$ cat src/design/bbc_pkg.sv
// shared constants and types for the lru block buffer cache tag manager
package bbc_pkg;

  localparam int ENTRIES = 32;
  localparam int IDX_W   = (ENTRIES > 1) ? $clog2(ENTRIES) : 1;
  localparam int LEAVES  = 1 << IDX_W;
  localparam int WAIT_W  = $clog2(IDX_W + 1);

  localparam int CMD_W   = 2;
  localparam int DEV_W   = 8;
  localparam int BLK_W   = 32;
  localparam int EIDX_W  = 5;
  localparam int TIME_W  = 32;
  localparam int CNT_W   = 8;
  localparam int STAT_W  = 2;

  localparam logic [CMD_W-1:0] CMD_READ    = 2'd0;
  localparam logic [CMD_W-1:0] CMD_RELEASE = 2'd1;
  localparam logic [CMD_W-1:0] CMD_PIN     = 2'd2;
  localparam logic [CMD_W-1:0] CMD_UNPIN   = 2'd3;

  localparam logic [STAT_W-1:0] ST_OK     = 2'd0;
  localparam logic [STAT_W-1:0] ST_NOFREE = 2'd1;
  localparam logic [STAT_W-1:0] ST_COUNT  = 2'd2;

  localparam logic [CNT_W-1:0] COUNT_MAX = 8'hFF;

  typedef struct packed {
    logic [CMD_W-1:0]  command;
    logic [DEV_W-1:0]  device;
    logic [BLK_W-1:0]  block_number;
    logic [EIDX_W-1:0] entry_index;
    logic [TIME_W-1:0] now;
  } req_t;

  typedef struct packed {
    logic [EIDX_W-1:0] slot;
    logic              hit;
    logic              needs_read;
    logic [STAT_W-1:0] status;
  } rsp_t;

  typedef struct packed {
    logic              vld;
    logic [TIME_W-1:0] tim;
    logic [IDX_W-1:0]  idx;
  } node_t;

  typedef struct packed {
    logic load;
    logic exec;
  } ctrl_cmd_t;

endpackage

$ cat src/design/bbc_ctrl.sv
// controller: accepts a transaction, waits for the tag and victim search, then executes
module bbc_ctrl (
  input  logic               clk_i,
  input  logic               rst_ni,
  input  logic               in_valid_i,
  input  logic               out_ready_i,
  output logic               in_ready_o,
  output logic               out_valid_o,
  output bbc_pkg::ctrl_cmd_t cmd_o
);

  localparam logic [1:0] S_IDLE = 2'd0;
  localparam logic [1:0] S_WAIT = 2'd1;
  localparam logic [1:0] S_EXEC = 2'd2;

  logic [1:0]                  state_q, state_d;
  logic [bbc_pkg::WAIT_W-1:0]  wait_q, wait_d;
  logic                        out_valid_q, out_valid_d;
  logic                        accept;
  logic                        fire;

  assign in_ready_o  = (state_q == S_IDLE);
  assign accept      = in_valid_i && in_ready_o;
  assign fire        = (state_q == S_EXEC) && (!out_valid_q || out_ready_i);
  assign out_valid_o = out_valid_q;
  assign cmd_o.load  = accept;
  assign cmd_o.exec  = fire;

  always_comb begin
    state_d     = state_q;
    wait_d      = wait_q;
    out_valid_d = out_valid_q;
    if (out_valid_q && out_ready_i) begin
      out_valid_d = 1'b0;
    end
    case (state_q)
      S_IDLE: begin
        if (accept) begin
          state_d = S_WAIT;
          wait_d  = '0;
        end
      end
      S_WAIT: begin
        wait_d = wait_q + 1'b1;
        if (wait_q == bbc_pkg::WAIT_W'(bbc_pkg::IDX_W - 1)) begin
          state_d = S_EXEC;
        end
      end
      S_EXEC: begin
        if (fire) begin
          state_d     = S_IDLE;
          out_valid_d = 1'b1;
        end
      end
      default: begin
        state_d = S_IDLE;
      end
    endcase
  end

  always_ff @(posedge clk_i or negedge rst_ni) begin
    if (!rst_ni) begin
      state_q     <= S_IDLE;
      wait_q      <= '0;
      out_valid_q <= 1'b0;
    end else begin
      state_q     <= state_d;
      wait_q      <= wait_d;
      out_valid_q <= out_valid_d;
    end
  end

endmodule

$ cat config.mk
export PLATFORM = sky130hd
export DESIGN_NAME = bbc_ctrl
export DESIGN_NICKNAME = d
export VERILOG_FILES = /design/src/design/bbc_pkg.sv /design/src/design/bbc_ctrl.sv
export SDC_FILE = /design/constraint.sdc
export NUM_CORES = 1
export LEC_CHECK = 0
export BUFFER_PORTS_ARGS = -buffer_cell sky130_fd_sc_hd__buf_2
export CAP_MARGIN = 20
export CORE_AREA = 10 10 47 49
export DETAILED_ROUTE_END_ITERATION = 12
export DIE_AREA = 0 0 57 59
export SLEW_MARGIN = 20
export SYNTH_ARGS = -nofsm -noshare
export SYNTH_HDL_FRONTEND = slang
export SYNTH_SLANG_ARGS = --single-unit
$ cat constraint.sdc
create_clock -name clk_i -period 1.2 [get_ports clk_i]
set_input_delay 0.24 -clock clk_i [delete_from_list [all_inputs] [get_ports clk_i]]
set_output_delay 0.24 -clock clk_i [all_outputs]
set_load 0.005 [all_outputs]
==> impl_metrics.tcl, run 1 <==
set metrics [dict create \
    synth_warnings 0 \
    r2r_cells 4 \
    grt_usage_pct 4.74 \
    crit_fanout 4 \
    antenna_found_initial 0 \
    fin_nets 50 \
    avgSynthCellArea_um2 11.0 \
    finClkSkew_ns 0.00300 \
    final_util_pct 30.4 \
    p_total_w 0.000967 \
    rows 14 \
    worst_r2r_endpoint "wait_q[2]" \
    final_common_cell "buf_2" \
    setup.worst_path.class "reg -> out" \
    grt_max_degree 7 \
    violations "setup timing" \
    synth_cell_types 17 \
    pwr-share-comb_pct 44.7 \
    placedCellCount 49 \
    drt-wirelength-per-cell_um 12.5 \
    hold_viol_final 0 \
    irDropWorstVdd_uv 566 \
    port_buffers 7 \
    core_mm2 0.00140 \
    die_area_mm2 0.00336 \
    setup_ws_ns -0.150 \
    yosys.area.top_type "dfrtp_1" \
    power_density_mw_per_mm2 2270 \
    tightest_slew_ns 0.325 \
    arrival_ns 1.11 \
    cts.clk_slew.worst_paths_ns 0.05 \
    worstSetupEndpointType "primary output" \
    fill_cells 164 \
    grt_pass1_wl_mm 1.17 \
    drt_first_iter_violations 4 \
    crit_required_ns 0.96 \
    numCtsBuffers 3 \
    synth_area_leaders "dfrtp_1 (49%), ha_1 (8.1%), nor2b_1 (8.1%)" \
    root_buffer "clkbuf_4" \
    final_cells 58 \
    sequentialPowerShare_pct 35.8 \
    ys_seq_area_share_pct 48.8 \
    syn_inst 28 \
    most-common-layout-cells "buf_2 (7), dfrtp_1 (6), buf_4 (5), nor2b_1 (3), clkbuf_4 (3)" \
    die_h_um 59 \
    fin_crit_sh_pct 113 \
    clkPwrFrac_pct 19.5 \
    htreeDepth 1 \
    regToRegStartpoint "state_q[0]" \
    p_leak_nw 0.231 \
    ant_nets 0 \
    synth_fp_nets 34 \
    rsz0062_at_grt "true" \
    synth_area_um2 308 \
    hold_start "out_ready_i" \
    rrSetupSlack_ns 0.01 \
    post-route-drc-count 0 \
    cts_sinks 6 \
    routed_wirelength_um 726 \
    hp-class "in -> reg" \
    top_usage_layer "met2" \
    whs_endpoint "out_valid_o" \
    switchingPower_w 0.000314 \
    period_minus_slack_ns 1.35 \
    max_cap_violations 0 \
    first_pass_iters 4 \
    yosys_register_bits 6 \
    switching_share_pct 32.5 \
    die_w_um 57 \
    grt_pass1_vias 271 \
    ctsLongestPathBuffers 2 \
    gp_congestion 0.655 \
    grt-ovfl-total 0 \
    cts_tree "yes" \
    status "complete, but fails checks" \
    internal-power_w 0.000653 \
    use_met2_pct 6.82 \
    timing.fmax_mhz 741 \
    finalSetupViolations 2 \
    num_antenna_cells 0 \
    max_slew_margin_pct 78.3 \
    start_kind "flip-flop" \
    grt_use_met3_pct 4.72 \
    start_util_pct 22.0 \
    use_met1_pct 4.11 \
    layout-drive-gt1-share_pct 40.5 \
    syn2layout_area_growth_pct 38.2 \
    whs_path_depth 3 \
    report.final.slew_viol_count 0 \
    synth_top_area_share_pct 48.8 \
    clk_latency_ns 0.25 \
    dr_total_vias 257 \
    viasPerCell 4.43 \
    hold_ws_ns 0.314 \
    pin_count 8 \
]
==> state kept, by name (all words and copies together), names as in the netlist <==
name / flops
state_q: 2
wait_q: 3
out_valid_o: 1
==> power by group through the flow <==
stage | registers [W] | logic, W | clock network, W
after floorplan | 0.000341 | 0.000255 | 0
after global placement | 0.000350 | 0.000318 | 0
after detailed placement | 0.000358 | 0.000329 | 0
after CTS | 0.000345 | 0.000395 | 0.000198
after global routing | 0.000357 | 0.000484 | 0.000209
final | 0.000346 | 0.000433 | 0.000188
==> critical path: stages (launching register included) <==
cell and delay (ns):
dfrtp_1 0.39, or2b_1 0.26, nor2b_1 0.10, buf_2 0.11
==> final cells by class <==
cell class                 count  area, um2  share of cell area [%]
sequential                     6        150                    35.3
multi-input combinational     18        143                    33.5
timing repair buffer          13       82.6                    19.4
clock buffer                   3       22.5                    5.29
tap                           16       20.0                    4.71
inverter                       2       7.51                    1.76
==> cells by family (layout without fill, tap and decap cells) <==
kind of cell	after synthesis	after routing	synth area share, %
and+or+nand+nor	11	11	21.5
buffers and inverters	4	18	7.32
AOI/OAI and AO/OA	4	4	10.6
DFF	6	6	48.8
adders and majority gates	2	2	8.13
muxes	1	1	3.66
==> worst max path at each step <==
stage               start        end  slack [ns]  depth (start not counted)
2_1_floorplan  state_q[0]   cmd_o[0]        0.11                          3
3_3_place_gp    wait_q[1]  wait_q[2]        0.08                          3
3_5_place_dp   state_q[0]   cmd_o[0]        0.06                          3
4_1_cts        state_q[0]   cmd_o[0]       -0.16                          3
5_1_grt        state_q[1]   cmd_o[0]       -0.22                          3
6_report       state_q[1]   cmd_o[0]       -0.15                          3
==> routing by layer <==
| layer | vias to the layer above | part of all wire [%] |
|---|---|---|
| met5 | - | 0 |
| li1 | 121 | - |
| met2 | 10 | 46 |
| met3 | 5 | 13 |
| met4 | 0 | 2.3 |
| met1 | 121 | 38 |
==> per-stage QoR <==
step / instance area (um2) / TNS (ns) / worst slack (ns)
2_1_floorplan: 308 / 0 / 0.112
3_3_place_gp: 348 / 0 / 0.0806
3_5_place_dp: 348 / 0 / 0.0597
4_1_cts: 410 / -0.225 / -0.156
5_1_grt: 425 / -0.420 / -0.215
6_report: 425 / -0.216 / -0.150
==> Yosys cell counts <==
cell      number
dfrtp_1        6
a221o_1        1
ha_1           2
nand3_1        1
nand2b_1       1
nor2_1         1
o22ai_1        1
or2b_1         1
and2_1         1
and3b_1        1
o21bai_1       1
a22o_1         1
nand2_1        1
buf_4          2
inv_1          2
nor2b_1        4
mux2_2         1
==> repair_timing <==
item | 4_1_cts | 5_1_grt
gates resized for setup | 0 | 2
hold endpoints to repair | 6 | 0
hold buffers | 1 | 0
endpoints found under the setup margin | 2 | 5
buffers inserted | 4 | 1
pin swaps | 0 | 0
Power figures use the tool's default switching activity.
==> run 2: changes to the inputs <==
- HOLD_SLACK_MARGIN: default -> 0.12
- RECOVER_POWER: default -> 25
==> run 2 against run 1 <==
Compared with the run above: the flow still finishes with violations (setup timing); cell area is 0.29% lower; critical path depth stayed put; worst hold slack hardly changed; largest power group unchanged; sequential cell count stayed put.
==> impl_metrics.tcl, run 2 (same netlist as run 1, synthesis figures left out) <==
set metrics [dict create \
    tightest_slew_ns 0.335 \
    setup.worst_path.class "reg -> out" \
    cp_slowest_stage_delay_ns 0.39 \
    rows 14 \
    grt_pass1_wl_mm 1.17 \
    fin_nets 50 \
    rsz0062_at_grt "true" \
    finalSetupViolations 2 \
    gp_congestion 0.655 \
    drt-wirelength-per-cell_um 12.5 \
    arrival_ns 1.11 \
    die_w_um 57 \
    grt_max_degree 7 \
    port_buffers 7 \
    drt_first_iter_violations 4 \
    crit_required_ns 0.96 \
    sequentialPowerShare_pct 35.8 \
    use_met2_pct 6.82 \
    viasPerCell 4.43 \
    root_buffer "clkbuf_4" \
    clk_latency_ns 0.25 \
    status "complete, but fails checks" \
    post-route-drc-count 0 \
    multi_input_area_um2 143 \
    fill_cells 163 \
    power_density_mw_per_mm2 2280 \
    report.final.slew_viol_count 0 \
    timing.fmax_mhz 741 \
    ctsLongestPathBuffers 2 \
    grt-ovfl-total 0 \
    numCtsBuffers 3 \
    irDropWorstVdd_uv 566 \
    max_slew_margin_pct 77.6 \
    cts_sinks 6 \
    routed_wirelength_um 725 \
    top_usage_layer "met2" \
    p_leak_nw 0.228 \
    layout-drive-gt1-share_pct 38.1 \
    start_util_pct 22.0 \
    hold_viol_final 0 \
    violations "setup timing" \
    worstSetupEndpointType "primary output" \
    die_area_mm2 0.00336 \
    clkPwrFrac_pct 19.5 \
    start_kind "flip-flop" \
    switchingPower_w 0.000314 \
    seq_area_um2 150 \
    pwr-share-comb_pct 44.7 \
    grt_use_met3_pct 4.72 \
    use_met1_pct 4.11 \
    htreeDepth 1 \
    tns_ns -0.216 \
    crit_path_top_delay_cell "dfrtp_1" \
    cts.clk_slew.worst_paths_ns 0.05 \
    finClkSkew_ns 0.00300 \
    largest_register_ffs 3 \
    internal-power_w 0.000653 \
    pin_count 8 \
    crit_fanout 4 \
    grt_pass1_vias 271 \
    fin_crit_sh_pct 113 \
    crit_buf_inv 1 \
    hp-class "in -> reg" \
    regMostFlops "wait_q" \
    final_cells 58 \
    final_util_pct 30.3 \
    grt_usage_pct 4.74 \
    pre_cts_ws_ns 0.0597 \
    core_mm2 0.00140 \
    setup_ws_ns -0.150 \
    cp_cell_sequence "or2b_1, nor2b_1, buf_2" \
    dr_total_vias 257 \
    ant_nets 0 \
    antenna_found_initial 0 \
    cts_tree "yes" \
    placedCellCount 49 \
    num_antenna_cells 0 \
    most-common-layout-cells "buf_2 (6), dfrtp_1 (6), buf_4 (5), nor2b_1 (3), clkbuf_4 (3)" \
    max_cap_violations 0 \
    syn2layout_area_growth_pct 37.8 \
    die_h_um 59 \
    switching_share_pct 32.5 \
    hold_ws_ns 0.314 \
    period_minus_slack_ns 1.35 \
    first_pass_iters 4 \
    cp_top_family "flip-flops" \
]
run 2: cell count changes in the layout (fill, tap and decap cells not counted):
cell,delta
clkbuf_1,+1
buf_2,-1
run 2: power groups by stage:
stage,sequential (W),clock [W],combinational (W)
after detailed placement,0.000358,0,0.000329
final,0.000346,0.000188,0.000432
after global placement,0.000350,0,0.000318
after CTS,0.000345,0.000198,0.000395
after floorplan,0.000341,0,0.000255
after global routing,0.000357,0.000209,0.000484
run 2: cell type report:
cell class | count | share of cell area, %
inverter | 2 | 1.77
tap | 16 | 4.72
timing repair buffer | 13 | 19.2
sequential | 6 | 35.4
multi-input combinational | 18 | 33.6
clock buffer | 3 | 5.31
run 2: through the flow:
| step | total power [W] | instance area (um2) |
|---|---|---|
| 2_1_floorplan | 0.000596 | 308 |
| 3_3_place_gp | 0.000668 | 348 |
| 3_5_place_dp | 0.000686 | 348 |
| 4_1_cts | 0.000938 | 410 |
| 5_1_grt | 0.00105 | 424 |
| 6_report | 0.000967 | 424 |
run 2: repair_timing:
action	4_1_cts	5_1_grt
endpoints found under the hold margin	6	0
hold buffers	1	0
gates resized for setup	0	2
setup buffers	4	1
endpoints found under the setup margin	2	5
pin swaps	0	0
run 2: worst paths after layout:
kind	start	endpoint	slack (ns)	cells after the start
worst max-delay path	state_q[1]	cmd_o[0]	-0.15	3
worst min-delay path	out_ready_i	out_valid_o	0.31	3
worst max register to register	state_q[0]	wait_q[2]	0.01	4
worst min register to register	out_valid_o	out_valid_o	0.54	2
max in group asynchronous	rst_ni	wait_q[0]	0.55	2
min in group asynchronous	rst_ni	state_q[0]	0.40	2
run 2: metal layers:
metal | up-vias | share of wire (%) | routed length, um
li1 | 121 | - | -
met1 | 121 | 38 | 275
met2 | 10 | 46 | 337
met3 | 5 | 13 | 95
met4 | 0 | 2.3 | 17
met5 | - | 0 | 0
run 2: worst reg2reg max path, cell delays in order, from the launching register on:
cell and delay [ns]:
dfrtp_1 0.39, buf_4 0.15, buf_4 0.13, and3b_1 0.16, a221o_1 0.25
==> run 3: changes to the inputs <==
- clock period: 1.2 -> 1.4 ns (I/O delays scaled with it)
==> run 3 against run 2 <==
Compared with the run above: the flow now finishes without violations; die area is the same; clock power shrank 15%; first-iteration DRC count shrank 100%; utilization shrank 1.1 points; global-route usage shrank 0.57 points; final cell count shrank 1.7%; clock-buffer cell count is the same; worst hold slack gained 0.020 ns; critical endpoint unchanged; largest cell class unchanged.
==> impl_metrics.tcl, run 3 (same netlist as run 1, synthesis figures left out) <==
set metrics [dict create \
    htreeDepth 1 \
    die_h_um 59 \
    crit_required_ns 1.12 \
    r2r_cells 3 \
    grt_usage_pct 4.17 \
    cp_cell_sequence "or2b_1, nor2b_1, buf_2" \
    grt_pass1_wl_mm 1.04 \
    crit_path_top_delay_cell "dfrtp_1" \
    finClkSkew_ns 0.00535 \
    num_antenna_cells 0 \
    port_buffers 7 \
    rrSetupSlack_ns 0.17 \
    ctsLongestPathBuffers 2 \
    drt_first_iter_violations 0 \
    grt-ovfl-total 0 \
    first_pass_iters 1 \
    cts_tree "yes" \
    antenna_found_initial 0 \
    ant_nets 0 \
    setup.worst_path.class "reg -> out" \
    rows 14 \
    worstSetupEndpointType "primary output" \
    crit_buf_inv 1 \
    fin_nets 49 \
    die_area_mm2 0.00336 \
    largest_register_ffs 3 \
    worst_r2r_endpoint "wait_q[2]" \
    hold_viol_final 0 \
    max_cap_violations 0 \
    pin_count 8 \
    tightest_slew_ns 0.342 \
    layout-drive-gt1-share_pct 34.1 \
    fin_crit_sh_pct 99.0 \
    root_buffer "clkbuf_4" \
    whs_path_depth 3 \
    report.final.slew_viol_count 0 \
    power_density_mw_per_mm2 1910 \
    gp_congestion 0.715 \
    post-route-drc-count 0 \
    clk_latency_ns 0.24 \
    drt-wirelength-per-cell_um 10.6 \
    post_cts_resize_count 0 \
    tns_ns 0 \
    hp-class "in -> reg" \
    viasPerCell 4.23 \
    max_slew_margin_pct 77.1 \
    regMostFlops "wait_q" \
    hold_start "out_ready_i" \
    crit_fanout 3 \
    rsz0062_at_grt "true" \
    start_util_pct 22.0 \
    grt_pass1_vias 244 \
    die_w_um 57 \
    grt_max_degree 7 \
    routed_wirelength_um 606 \
    cp_top_family "flip-flops" \
    finalSetupViolations 0 \
    p_total_w 0.000783 \
    whs_endpoint "out_valid_o" \
    regToRegStartpoint "state_q[1]" \
    dr_total_vias 241 \
    p_leak_nw 0.214 \
    cp_slowest_stage_delay_ns 0.39 \
    timing.fmax_mhz 721 \
    syn2layout_area_growth_pct 32.9 \
    period_minus_slack_ns 1.39 \
    irDropWorstVdd_uv 721 \
    start_kind "flip-flop" \
    core_mm2 0.00140 \
    arrival_ns 1.11 \
    cts.clk_slew.worst_paths_ns 0.05 \
    cts_sinks 6 \
    most-common-layout-cells "buf_2 (6), dfrtp_1 (6), nor2b_1 (4), buf_4 (4), clkbuf_4 (3)" \
    numCtsBuffers 3 \
    status "finished, final reports clean" \
]
run 3: changes by cell type in the layout (fill, tap and decap cells not counted):
| cell | previous run | this run |
|---|---|---|
| buf_4 | 5 | 4 |
| nor2b_1 | 3 | 4 |
| nor2b_4 | 1 | 0 |
run 3: layout make-up:
| type | instances | area, um2 |
|---|---|---|
| fillers | 156 | 992 |
| flip-flops and latches | 6 | 150 |
| repair buffers | 12 | 73.8 |
| well taps | 16 | 20.0 |
| inverters | 2 | 7.51 |
| multi-input cells | 18 | 135 |
| clock buffers | 3 | 22.5 |
run 3: how the worst max path moves through the flow:
stage	cells after the start	startpoint	end
2_1_floorplan	3	state_q[0]	cmd_o[0]
3_3_place_gp	3	state_q[0]	cmd_o[0]
3_5_place_dp	3	state_q[0]	cmd_o[0]
4_1_cts	3	state_q[0]	cmd_o[0]
5_1_grt	3	state_q[0]	cmd_o[0]
6_report	3	state_q[0]	cmd_o[0]
run 3: worst register-to-register path, stage by stage, from the launching register on:
cell	delay, ns
dfrtp_1	0.39
buf_4	0.15
o21bai_1	0.21
a221o_1	0.37
run 3: timing repair:
| action | 4_1_cts | 5_1_grt |
|---|---|---|
| setup buffers | 3 | 1 |
| hold buffers | 1 | 0 |
| endpoints found under the setup margin | 1 | 2 |
| hold endpoints to repair | 6 | 0 |
run 3: stage by stage:
stage               utilization (%)  setup WS (ns)  instance area (um2)  cells  hold slack (ns)
global route                   29.2        -0.0902                  409     57            0.362
CTS                            28.7         0.0103                  403     56            0.330
global placement               24.8          0.226                  348     49            0.112
floorplan                         -          0.272                  308     28          -0.0156
detailed placement             24.8          0.229                  348     49            0.114
finish                         29.2         0.0138                  409     57            0.334
run 3: power by group:
part	internal (W)	total, W	switching, W
logic	0.000192	0.000329	0.000137
registers	0.000246	0.000294	0.0000485
clock network	0.0000970	0.000159	0.0000624
total	0.000534	0.000783	0.000248
run 3: per-layer routing:
layer | global-route usage [%] | share of wire [%] | vias up
met5 | 0 | 0 | -
met4 | 1.01 | 0 | 0
met3 | 5.36 | 17 | 0
met2 | 5.58 | 39 | 10
met1 | 3.86 | 44 | 111
li1 | - | - | 120
